$ cat config.mk
export PLATFORM = sky130hd
export DESIGN_NAME = tftp_request_option_parser_top
export DESIGN_NICKNAME = d
export VERILOG_FILES = /design/src/trop_pkg.sv /design/src/trop_front.sv /design/src/trop_queue.sv /design/src/trop_back.sv /design/src/tftp_request_option_parser_top.sv
export SDC_FILE = /design/constraint.sdc
export NUM_CORES = 2
export LEC_CHECK = 0
export BUFFER_PORTS_ARGS = -buffer_cell sky130_fd_sc_hd__buf_4
export CAP_MARGIN = 10
export CORE_MARGIN = 2
export CORE_UTILIZATION = 25
export CTS_BUF_LIST = sky130_fd_sc_hd__clkbuf_8
export DETAILED_ROUTE_END_ITERATION = 6
export SYNTH_ARGS = -nofsm -noshare
export SYNTH_HDL_FRONTEND = slang
export SYNTH_SLANG_ARGS = --single-unit
$ cat constraint.sdc
create_clock -name clk -period 40.3 [get_ports clk]
set_input_delay 4.03 -clock clk [delete_from_list [all_inputs] [get_ports clk]]
set_output_delay 4.03 -clock clk [all_outputs]
set_load 0.02 [all_outputs]
$ cat src/trop_pkg.sv
// ----------------------------------------------------------------------------
// trop_pkg
// Shared types and constants of the request option parser.
// ----------------------------------------------------------------------------
`default_nettype none
package trop_pkg;

  localparam int NUM_REGS = 8;

  typedef enum logic [2:0] {
    REG_DEF_BLK   = 3'd0,
    REG_DEF_TSIZE = 3'd1,
    REG_DEF_TMO   = 3'd2,
    REG_DEF_WIN   = 3'd3,
    REG_MIN_BLK   = 3'd4,
    REG_MAX_BLK   = 3'd5,
    REG_MIN_WIN   = 3'd6,
    REG_MAX_WIN   = 3'd7
  } reg_idx_t;

  localparam logic [2:0] OPT_NONE  = 3'd0;
  localparam logic [2:0] OPT_BLK   = 3'd1;
  localparam logic [2:0] OPT_TSIZE = 3'd2;
  localparam logic [2:0] OPT_TMO   = 3'd3;
  localparam logic [2:0] OPT_WIN   = 3'd4;

  localparam logic [20:0] MEGABYTE = 21'd1048576;

  // One queue entry: either a filename byte or a finished summary.
  typedef struct packed {
    logic        kind;
    logic [7:0]  name_byte;
    logic [15:0] opcode;
    logic        netascii;
    logic [15:0] blk;
    logic [31:0] tsize;
    logic [31:0] tmo;
    logic [15:0] win;
    logic        any_opt;
  } rec_t;

  typedef struct packed {
    logic [15:0] def_blk;
    logic [31:0] def_tsize;
    logic [31:0] def_tmo;
    logic [15:0] def_win;
    logic [15:0] min_blk;
    logic [15:0] max_blk;
    logic [15:0] min_win;
    logic [15:0] max_win;
  } cfg_t;

  function automatic logic [7:0] kw_char(input logic [1:0] k, input logic [3:0] i);
    logic [79:0] s;
    begin
      unique case (k)
        2'd0: s = {24'h0, "ezisklb"};
        2'd1: s = {40'h0, "ezist"};
        2'd2: s = {24'h0, "tuoemit"};
        default: s = "eziswodniw";
      endcase
      kw_char = (i <= 4'd9) ? s[8 * i +: 8] : 8'd0;
    end
  endfunction

  function automatic logic [4:0] kw_len(input logic [1:0] k);
    unique case (k)
      2'd0: kw_len = 5'd7;
      2'd1: kw_len = 5'd5;
      2'd2: kw_len = 5'd7;
      default: kw_len = 5'd10;
    endcase
  endfunction

  function automatic logic [7:0] mode_char(input logic [2:0] i);
    logic [63:0] s;
    begin
      s = "netascii";
      mode_char = s[63 - 8 * i -: 8];
    end
  endfunction

endpackage
`default_nettype wire

$ cat src/trop_front.sv
// ----------------------------------------------------------------------------
// trop_front
// Byte parser: opcode, filename, mode and option pairs into queue entries.
// ----------------------------------------------------------------------------
`default_nettype none
module trop_front import trop_pkg::*; #(
  parameter int MaxStringLen = 16
) (
  input  wire logic       clk,
  input  wire logic       rst,
  input  wire logic       in_valid,
  output logic            in_ready,
  input  wire logic [7:0] in_byte,
  input  wire logic       in_last,
  input  wire cfg_t       cfg,
  output logic            q_push,
  output rec_t            q_data,
  input  wire logic       q_room
);

  localparam int IW = $clog2(MaxStringLen + 1);

  typedef enum logic [2:0] {
    PH_OPHI, PH_OPLO, PH_FNAME, PH_MODE, PH_NAME, PH_VALUE
  } phase_t;

  phase_t      phase, phase_next;
  logic [15:0] opcode, opcode_next;
  logic [IW-1:0] sidx, sidx_next;
  logic        mmatch, mmatch_next;
  logic [3:0]  nflags, nflags_next;
  logic [31:0] acc, acc_next;
  logic        stopped, stopped_next;
  logic [15:0] gblk, gblk_next, gwin, gwin_next;
  logic [31:0] gts, gts_next, gtmo, gtmo_next;
  logic        anyo, anyo_next, nasc, nasc_next;

  logic        fire;
  logic [2:0]  sel;
  logic        do_apply;
  logic [31:0] apply_v;
  logic [35:0] prod;
  logic [7:0]  lb;
  logic [IW-1:0] sidx_inc;
  logic [15:0] fblk, fwin;

  assign in_ready = q_room;
  assign fire = in_valid && in_ready;
  assign sidx_inc = (sidx < IW'(MaxStringLen)) ? sidx + 1'b1 : sidx;
  assign lb = (in_byte >= 8'h41 && in_byte <= 8'h5a) ? in_byte + 8'd32 : in_byte;
  assign prod = {4'd0, acc} * 36'd10 + {28'd0, in_byte - 8'h30};

  function automatic logic [31:0] clampv(input logic [31:0] v, input logic [15:0] lo,
                                         input logic [15:0] hi);
    if (v < {16'd0, lo}) clampv = {16'd0, lo};
    else if (v > {16'd0, hi}) clampv = {16'd0, hi};
    else clampv = v;
  endfunction

  always_comb begin
    sel = OPT_NONE;
    for (int k = 3; k >= 0; k--) begin
      if (nflags[k] && {{(32-IW){1'b0}}, sidx} == 32'(kw_len(2'(k)))) sel = 3'(k + 1);
    end
    phase_next = phase; opcode_next = opcode; sidx_next = sidx; mmatch_next = mmatch;
    nflags_next = nflags; acc_next = acc; stopped_next = stopped;
    gblk_next = gblk; gwin_next = gwin; gts_next = gts; gtmo_next = gtmo;
    anyo_next = anyo; nasc_next = nasc;
    do_apply = 1'b0; apply_v = acc;
    q_push = 1'b0;
    q_data = '0;
    if (fire) begin
      unique case (phase)
        PH_OPHI: begin opcode_next = {in_byte, 8'd0}; phase_next = PH_OPLO; end
        PH_OPLO: begin opcode_next = {opcode[15:8], in_byte}; phase_next = PH_FNAME; end
        PH_FNAME: begin
          if (in_byte == 8'd0) begin
            phase_next = PH_MODE; sidx_next = '0; mmatch_next = 1'b1;
          end else begin
            q_push = 1'b1; q_data.name_byte = in_byte;
          end
        end
        PH_MODE: begin
          if (in_byte == 8'd0) begin
            nasc_next = mmatch && sidx == IW'(8);
            phase_next = PH_NAME; sidx_next = '0; nflags_next = 4'hf;
          end else begin
            if (sidx >= IW'(8) || mode_char(sidx[2:0]) != lb) mmatch_next = 1'b0;
            sidx_next = sidx_inc;
            if (in_last) nasc_next = mmatch_next && sidx_inc == IW'(8);
          end
        end
        PH_NAME: begin
          if (in_byte == 8'd0) begin
            phase_next = PH_VALUE; acc_next = '0; stopped_next = 1'b0;
            if (in_last) begin do_apply = 1'b1; apply_v = '0; end
          end else begin
            for (int k = 0; k < 4; k++) begin
              if ({{(32-IW){1'b0}}, sidx} >= 32'(kw_len(2'(k))) ||
                  kw_char(2'(k), sidx[3:0]) != in_byte) nflags_next[k] = 1'b0;
            end
            sidx_next = sidx_inc;
          end
        end
        default: begin
          if (in_byte == 8'd0) begin
            do_apply = 1'b1; phase_next = PH_NAME; sidx_next = '0; nflags_next = 4'hf;
          end else if (!stopped) begin
            if (in_byte >= 8'h30 && in_byte <= 8'h39)
              acc_next = (prod[35:32] != 4'd0) ? 32'hffffffff : prod[31:0];
            else stopped_next = 1'b1;
          end
          if (in_last && in_byte != 8'd0) begin do_apply = 1'b1; apply_v = acc_next; end
        end
      endcase
    end
    // A name cut off by the end of the packet: select from updated match state.
    if (fire && in_last && phase == PH_NAME && in_byte != 8'd0) begin
      sel = OPT_NONE;
      for (int k = 3; k >= 0; k--) begin
        if (nflags_next[k] && {{(32-IW){1'b0}}, sidx_next} == 32'(kw_len(2'(k))))
          sel = 3'(k + 1);
      end
      do_apply = 1'b1; apply_v = '0;
    end
    if (do_apply) begin
      unique case (sel)
        OPT_BLK: begin gblk_next = 16'(clampv(apply_v, cfg.min_blk, cfg.max_blk));
                       anyo_next = 1'b1; end
        OPT_TSIZE: begin gts_next = apply_v; anyo_next = 1'b1; end
        OPT_TMO: begin gtmo_next = apply_v; anyo_next = 1'b1; end
        OPT_WIN: begin gwin_next = 16'(clampv(apply_v, cfg.min_win, cfg.max_win));
                       anyo_next = 1'b1; end
        default: ;
      endcase
    end
    fblk = (gblk_next != 16'd0) ? gblk_next : cfg.def_blk;
    fwin = (gwin_next != 16'd0) ? gwin_next : cfg.def_win;
    if (fire && in_last) begin
      q_push = 1'b1;
      q_data = '0;
      q_data.kind = 1'b1;
      q_data.opcode = opcode_next;
      q_data.netascii = nasc_next;
      q_data.blk = fblk;
      q_data.tsize = (gts_next != 32'd0) ? gts_next : cfg.def_tsize;
      q_data.tmo = (gtmo_next != 32'd0) ? gtmo_next : cfg.def_tmo;
      q_data.win = fwin;
      q_data.any_opt = anyo_next;
    end
  end

  // A filename-phase last byte pushes only the summary from here; the top level
  // adds the byte record beside it, so the queue takes both together, byte first.
  always_ff @(posedge clk) begin
    if (rst || (fire && in_last)) begin
      phase <= PH_OPHI; opcode <= '0; sidx <= '0; mmatch <= 1'b1; nflags <= 4'hf;
      acc <= '0; stopped <= 1'b0; gblk <= '0; gwin <= '0; gts <= '0; gtmo <= '0;
      anyo <= 1'b0; nasc <= 1'b0;
    end else begin
      phase <= phase_next; opcode <= opcode_next; sidx <= sidx_next;
      mmatch <= mmatch_next; nflags <= nflags_next; acc <= acc_next;
      stopped <= stopped_next; gblk <= gblk_next; gwin <= gwin_next; gts <= gts_next;
      gtmo <= gtmo_next; anyo <= anyo_next; nasc <= nasc_next;
    end
  end

endmodule
`default_nettype wire

$ cat src/trop_queue.sv
// ----------------------------------------------------------------------------
// trop_queue
// Short register queue between parser and back end; takes up to two
// entries per cycle while it has room, so a filename byte and its summary can land together.
// ----------------------------------------------------------------------------
`default_nettype none
module trop_queue import trop_pkg::*; (
  input  wire logic clk,
  input  wire logic rst,
  input  wire logic push_a,
  input  wire rec_t data_a,
  input  wire logic push_b,
  input  wire rec_t data_b,
  output logic      room,
  output logic      nempty,
  output rec_t      head,
  input  wire logic pop
);

  localparam int DEPTH = 4;
  rec_t        mem [DEPTH];
  logic [1:0]  rp, wp;
  logic [2:0]  cnt;
  logic [2:0]  npush;

  assign npush = {2'd0, push_a} + {2'd0, push_b};
  assign room = cnt <= 3'd2;
  assign nempty = cnt != 3'd0;
  assign head = mem[rp];

  always_ff @(posedge clk) begin
    if (push_a) mem[wp] <= data_a;
    if (push_b) mem[push_a ? wp + 2'd1 : wp] <= data_b;
    if (rst) begin
      rp <= '0; wp <= '0; cnt <= '0;
    end else begin
      wp <= wp + npush[1:0];
      if (pop) rp <= rp + 2'd1;
      cnt <= cnt + npush - {2'd0, pop};
    end
  end

endmodule
`default_nettype wire

$ cat src/trop_back.sv
// ----------------------------------------------------------------------------
// trop_back
// Output stage: passes filename bytes, computes blocks per megabyte for
// summaries with a restoring divider, one quotient bit per cycle.
// ----------------------------------------------------------------------------
`default_nettype none
module trop_back import trop_pkg::*; (
  input  wire logic  clk,
  input  wire logic  rst,
  input  wire logic  q_nempty,
  input  wire rec_t  q_head,
  output logic       q_pop,
  output logic       out_valid,
  input  wire logic  out_ready,
  output rec_t       out_rec,
  output logic [31:0] out_bpm
);

  typedef enum logic [1:0] { S_IDLE, S_DIV, S_OUT } state_t;

  state_t      state;
  logic [4:0]  cnt;
  logic [20:0] quo, rem;
  logic [21:0] trial;

  assign out_valid = state == S_OUT;
  assign q_pop = state == S_IDLE && q_nempty;
  assign trial = {rem, quo[20]} - {6'd0, out_rec.blk};

  always_ff @(posedge clk) begin
    if (rst) begin
      state <= S_IDLE;
    end else begin
      unique case (state)
        S_IDLE: begin
          if (q_nempty) begin
            out_rec <= q_head;
            out_bpm <= 32'hffffffff;
            quo <= MEGABYTE; rem <= '0; cnt <= '0;
            state <= (q_head.kind && q_head.blk != 16'd0) ? S_DIV : S_OUT;
            if (!q_head.kind) out_bpm <= '0;
          end
        end
        S_DIV: begin
          if (!trial[21]) begin
            rem <= trial[20:0]; quo <= {quo[19:0], 1'b1};
          end else begin
            rem <= {rem[19:0], quo[20]}; quo <= {quo[19:0], 1'b0};
          end
          cnt <= cnt + 5'd1;
          if (cnt == 5'd20) begin
            out_bpm <= {11'd0, !trial[21] ? {quo[19:0], 1'b1} : {quo[19:0], 1'b0}};
            state <= S_OUT;
          end
        end
        default: if (out_ready) state <= S_IDLE;
      endcase
    end
  end

endmodule
`default_nettype wire

$ cat src/tftp_request_option_parser_top.sv
// ----------------------------------------------------------------------------
// tftp_request_option_parser_top
// Parses TFTP read/write requests with option extraction.
// ----------------------------------------------------------------------------
// Request bytes enter on the s_axis channel (tdata = byte, tlast = final byte),
// one per cycle while the parser queue has room. Each nonzero filename byte
// yields a record (tuser = 0) and the last byte yields a summary (tuser = 1,
// tlast = 1) on m_axis. A filename record is registered in the queue and then in
// the back-end output register before it leaves. For a summary the back end
// computes 1048576 divided by the block size with a 21-step serial divider
// (all ones for a zero block size); a filename record from the same last byte
// goes first. The back end takes a new record only after the last one has left,
// so long filenames can fill the queue. A stall on m_axis holds the record;
// the four-entry queue then fills and s_axis_tready drops. Reset clears the
// parser and queue and loads register defaults. Registers sit on the APB port
// at byte addresses 4*i.
// ----------------------------------------------------------------------------
`default_nettype none
module tftp_request_option_parser_top import trop_pkg::*; #(
  parameter int MaxStringLen = 16
) (
  input  wire logic         clk,
  input  wire logic         rst,
  input  wire logic         s_axis_tvalid,
  output logic              s_axis_tready,
  input  wire logic [7:0]   s_axis_tdata,   // packet_byte
  input  wire logic         s_axis_tlast,   // end_of_packet
  output logic              m_axis_tvalid,
  input  wire logic         m_axis_tready,
  // name_byte[7:0], request_opcode[23:8], transfer_mode[24], block_size[40:25],
  // transfer_size[72:41], timeout_secs[104:73], window_size[120:105],
  // options_present[121], blocks_per_megabyte[153:122]
  output logic [159:0]      m_axis_tdata,
  output logic              m_axis_tuser,   // record_kind
  output logic              m_axis_tlast,
  input  wire logic         psel,
  input  wire logic         penable,
  input  wire logic         pwrite,
  input  wire logic [4:0]   paddr,
  input  wire logic [31:0]  pwdata,
  output logic [31:0]       prdata,
  output logic              pready
);

  cfg_t cfg;
  logic wr;
  logic [2:0] ridx;

  assign pready = 1'b1;
  assign wr = psel && penable && pwrite && pready;
  assign ridx = paddr[4:2];

  always_ff @(posedge clk) begin
    if (rst) begin
      cfg <= '{def_blk: 16'd512, def_tsize: 32'd0, def_tmo: 32'd5, def_win: 16'd1,
               min_blk: 16'd8, max_blk: 16'd65464, min_win: 16'd1, max_win: 16'd65535};
    end else if (wr) begin
      unique case (reg_idx_t'(ridx))
        REG_DEF_BLK:   cfg.def_blk <= pwdata[15:0];
        REG_DEF_TSIZE: cfg.def_tsize <= pwdata;
        REG_DEF_TMO:   cfg.def_tmo <= pwdata;
        REG_DEF_WIN:   cfg.def_win <= pwdata[15:0];
        REG_MIN_BLK:   cfg.min_blk <= pwdata[15:0];
        REG_MAX_BLK:   cfg.max_blk <= pwdata[15:0];
        REG_MIN_WIN:   cfg.min_win <= pwdata[15:0];
        default:       cfg.max_win <= pwdata[15:0];
      endcase
    end
  end

  always_comb begin
    unique case (reg_idx_t'(ridx))
      REG_DEF_BLK:   prdata = {16'd0, cfg.def_blk};
      REG_DEF_TSIZE: prdata = cfg.def_tsize;
      REG_DEF_TMO:   prdata = cfg.def_tmo;
      REG_DEF_WIN:   prdata = {16'd0, cfg.def_win};
      REG_MIN_BLK:   prdata = {16'd0, cfg.min_blk};
      REG_MAX_BLK:   prdata = {16'd0, cfg.max_blk};
      REG_MIN_WIN:   prdata = {16'd0, cfg.min_win};
      default:       prdata = {16'd0, cfg.max_win};
    endcase
  end

  logic f_push, q_room, q_nempty, q_pop;
  rec_t f_data, q_head, o_rec;
  rec_t f_byte, f_sum;
  logic p_byte, p_sum;
  logic [31:0] bpm;
  logic f_name_phase;
  logic [1:0] bcnt;
  logic in_fname;

  trop_front #(.MaxStringLen(MaxStringLen)) u_front (
    .clk, .rst, .in_valid(s_axis_tvalid), .in_ready(s_axis_tready),
    .in_byte(s_axis_tdata), .in_last(s_axis_tlast), .cfg,
    .q_push(f_push), .q_data(f_data), .q_room
  );

  // A last byte inside the filename gives a byte record followed by a summary.
  assign p_byte = f_push && (!f_data.kind ||
                  (s_axis_tlast && s_axis_tdata != 8'd0 && f_name_phase));
  assign p_sum = f_push && f_data.kind;
  always_comb begin
    f_byte = '0;
    f_byte.name_byte = s_axis_tdata;
    f_sum = f_data;
  end

  // Tracks whether the parser is in the filename field, from the stream alone.
  always_ff @(posedge clk) begin
    if (rst) begin
      bcnt <= '0; in_fname <= 1'b0;
    end else if (s_axis_tvalid && s_axis_tready) begin
      if (s_axis_tlast) begin
        bcnt <= '0; in_fname <= 1'b0;
      end else if (bcnt != 2'd2) begin
        bcnt <= bcnt + 2'd1;
        in_fname <= bcnt == 2'd1;
      end else if (in_fname && s_axis_tdata == 8'd0) begin
        in_fname <= 1'b0;
      end
    end
  end
  assign f_name_phase = in_fname;

  trop_queue u_queue (
    .clk, .rst, .push_a(p_byte), .data_a(f_byte), .push_b(p_sum), .data_b(f_sum),
    .room(q_room), .nempty(q_nempty), .head(q_head), .pop(q_pop)
  );

  trop_back u_back (
    .clk, .rst, .q_nempty, .q_head, .q_pop, .out_valid(m_axis_tvalid),
    .out_ready(m_axis_tready), .out_rec(o_rec), .out_bpm(bpm)
  );

  assign m_axis_tuser = o_rec.kind;
  assign m_axis_tlast = o_rec.kind;
  assign m_axis_tdata = {6'd0, bpm, o_rec.any_opt, o_rec.win, o_rec.tmo, o_rec.tsize,
                         o_rec.blk, o_rec.netascii, o_rec.opcode, o_rec.name_byte};

  a_tlast_kind: assert property (@(posedge clk) disable iff (rst)
    m_axis_tvalid |-> (m_axis_tlast == m_axis_tuser)) else $error("tlast mismatch");
  a_byte_zero: assert property (@(posedge clk) disable iff (rst)
    (m_axis_tvalid && !m_axis_tuser) |-> (m_axis_tdata[159:8] == '0))
    else $error("byte record carries summary fields");
  a_sum_name: assert property (@(posedge clk) disable iff (rst)
    (m_axis_tvalid && m_axis_tuser) |-> (m_axis_tdata[7:0] == 8'd0))
    else $error("summary carries a name byte");

endmodule
`default_nettype wire
==> impl_metrics.toml <==
[synthesis]
synth_seq_cells = 1018
synth.area.top_cells = "edfxtp_1 40%, dfxtp_1 13%, mux4_2 5.6%"
async_flop_share_pct = 0
synth_common_cells = "684 x edfxtp_1, 674 x nand2_1, 539 x nor2_1"
postSynthAreaPerCell_um2 = 10.57
synth_area_um2 = 51800
ys_seq_area_share_pct = 52.56
yosys.area.top_type = "edfxtp_1"
yosys_most_used_dff = "edfxtp_1"
syn_inst = 4899
synth_edf_count = 684
yosysMostFrequentCell = "edfxtp_1"
yosysWarnings = 0
synthDominantCellAreaShare_pct = 39.65
synthDistinctLibCells = 112

[global_route]
grt_pass1_wl_um = 255900
first_global_vias = 37810
antenna_found_initial = 10
grt_usage_pct = 16.21
grt.overflow.total = 0
grt_max_degree = 82

[min_path]
worstHoldPathCells = 2
holdCritPathClass = "reg -> reg"

[timing]
fmax_ghz = 0.06806
setup_viol = 0
min_period_ps = 14690
period_share_pct = 36.46
hold_violations = 0
slew_violations = 0
slew_headroom_pct = 14.46
fin_worst_skew_ps = 37.44
fin_tns_setup_ps = 0
worst_pin_slew_ps = 1283
rsz0062_at_grt = "no"

[cts]
cts.sinks = 1018
cts_tree = "built"
cts_root_buf = "clkbuf_8"
h-tree-depth = 4
cts_made_buffers = 163
post_cts_resize_count = 0
postCtsSetupBuffers = 0
cts_hold_buf = 0
clkSlewWorstSetupHoldPaths_ps = 60
clock_latency_ps = 900
cts_max_path_buffers = 3

[routing]
drc = 0
first_pass_iters = 7
antenna_left = 0
wl_per_cell_um = 22.45
routed_wirelength_um = 176900
vias_per_cell = 5.005
vias = 39440
drt_iter0_drc = 3881

[setup_path]
r2r_slack_ps = 28200
crit_top_cell = "o21ai_0"
cp_max_fo = 40
critPathCaptureType = "flop"
start_kind = "input port"
reg2reg_to = "u_queue.mem[3][81]$_SDFFCE_PN0P_"
crit_path_start = "s_axis_tdata[4]"
cpPeakStageDelay_ps = 1110
critical_path_class = "in -> reg"
r2r_cells = 34
crit_slowest_cell = "or4_2"
crit-reg2reg-launch = "u_front.acc[9]$_SDFFE_PP0P_"
cp.required_ps = 41000
crit_path_end = "u_queue.mem[3][81]$_SDFFCE_PN0P_"
critPathArrivalTime_ps = 15390

[place]
dp_cells = 7579
portBuffers = 240
hpwl_um = 123900
place.gp.congestion = 0.9587
place_area_um2 = 56230

[die]
placementRows = 167
coreArea_um2 = 206400
die_area_um2 = 210900
die_h_um = 459.2
initial_core_util_pct = 25.09
die_w_um = 459.2
ios = 250

[final_layout]
fin_cells = 7881
syn2layout_area_growth_pct = 14.65
fin_area_um2 = 59400
final_layout_size_suffix_gt1_share_pct = 16.64
nNetsFinal = 5265

[pwr]
combPwrFrac_pct = 22.6
seqPwrFrac_pct = 46.8
p_clk_share_pct = 30.6
p_switching_mw = 0.9105
swShare_pct = 31.74
power-per-cell-area_nw_per_um2 = 48.30
p_int_mw = 1.958
ir_worst_vdd_mv = 0.03044
leakagePower_nw = 20.77

[run_status]
status = "complete, no violations"

[job]
cap_viol_max_count = 0
[cell type report]
class                           instances  area, um2
Inverter                              185      696.9
Sequential cell                      1018      27230
Clock inverter                        124      739.5
Tap cell                             2704       3383
Fill cell                           21370     147000
Clock buffer                          176       2422
Antenna cell                            2      5.005
Multi-Input combinational cell       3352      22510
Timing Repair Buffer                  320       2402
[how the worst min path moves through the flow]
stage                                     from              endpoint  slack, ps
after detailed placement  cfg[31]$_SDFFE_PP0P_  cfg[31]$_SDFFE_PP0P_        450
after global placement    cfg[88]$_SDFFE_PP0P_  cfg[88]$_SDFFE_PP0P_        440
final                     cfg[31]$_SDFFE_PP0P_  cfg[31]$_SDFFE_PP0P_        450
after CTS                 cfg[31]$_SDFFE_PP0P_  cfg[31]$_SDFFE_PP0P_        460
after floorplan           cfg[30]$_SDFFE_PP0P_  cfg[30]$_SDFFE_PP0P_        440
after global routing      cfg[31]$_SDFFE_PP0P_  cfg[31]$_SDFFE_PP0P_        480
[power groups by stage]
stage	Combinational, mW	Sequential [mW]	Clock [mW]
2_1_floorplan	0.364	1.42	0
3_3_place_gp	0.656	1.36	0
3_5_place_dp	0.659	1.37	0
4_1_cts	0.662	1.35	0.898
5_1_grt	0.700	1.36	0.939
6_report	0.648	1.34	0.879
[worst max-delay path, delay by kind of cell]
family / cells / cell delay (ps)
muxes: 1 / 320
AOI/OAI and AO/OA: 17 / 4140
and+or+nand+nor: 9 / 3450
adders and majority gates: 3 / 1300
buffers and inverters: 5 / 2070
[cells by family after synthesis]
logic type	synth area share [%]
DFF	52.56
other	0.01450
AOI/OAI and AO/OA	13.55
buffers and inverters	4.350
adders and majority gates	4.212
muxes	8.096
xor gates and xnor gates	1.215
and+or+nand+nor	16.01
[metrics by stage]
step	hold WS (ps)	util, %	power, mW	setup slack [ps]
4_1_cts	456.7	28.77	2.906	25840
3_3_place_gp	444.5	27.24	2.019	25120
5_1_grt	480.6	28.77	2.995	25190
3_5_place_dp	448.2	27.24	2.026	24950
6_report	454.7	28.77	2.869	25610
2_1_floorplan	436.3	-	1.780	23360
[sequential cells by signal, indices dropped and copies added, names as in the netlist, 21 cells and up, named ones only]
| name | cells |
|---|---|
| u_back.out_rec | 123 |
| u_back.rem | 21 |
| u_queue.mem | 492 |
| u_front.acc | 32 |
| cfg | 160 |
| u_back.quo | 21 |
| u_back.out_bpm | 22 |
| u_front.gtmo | 32 |
| u_front.gts | 32 |
[layer usage]
metal | vias to the layer above | wire length, um | share of wire, % | global-route usage (%)
met3 | 308 | 11500 | 6.5 | 2.687
met5 | - | 50 | 0.028 | 0
met1 | 19650 | 76110 | 43 | 21.59
met2 | 1473 | 82260 | 46 | 26.14
met4 | 8 | 7005 | 4.0 | 6.513
li1 | 18010 | - | - | -
[layout by cell type, fill, tap and decap left out, drive strengths merged, types with 58 or more instances in the layout]
| cell | netlist | final |
|---|---|---|
| inv | 177 | 248 |
| o31ai | 84 | 84 |
| o21ai | 208 | 208 |
| edfxtp | 684 | 684 |
| and2 | 197 | 197 |
| mux2i | 104 | 104 |
| ha | 168 | 168 |
| nand2 | 674 | 674 |
| buf | 89 | 320 |
| clkbuf | 260 | 176 |
| dfxtp | 334 | 334 |
| nor3 | 58 | 58 |
| mux4 | 129 | 129 |
| a21oi | 330 | 330 |
| nor2 | 540 | 540 |
(Power assumes the default switching activity.)
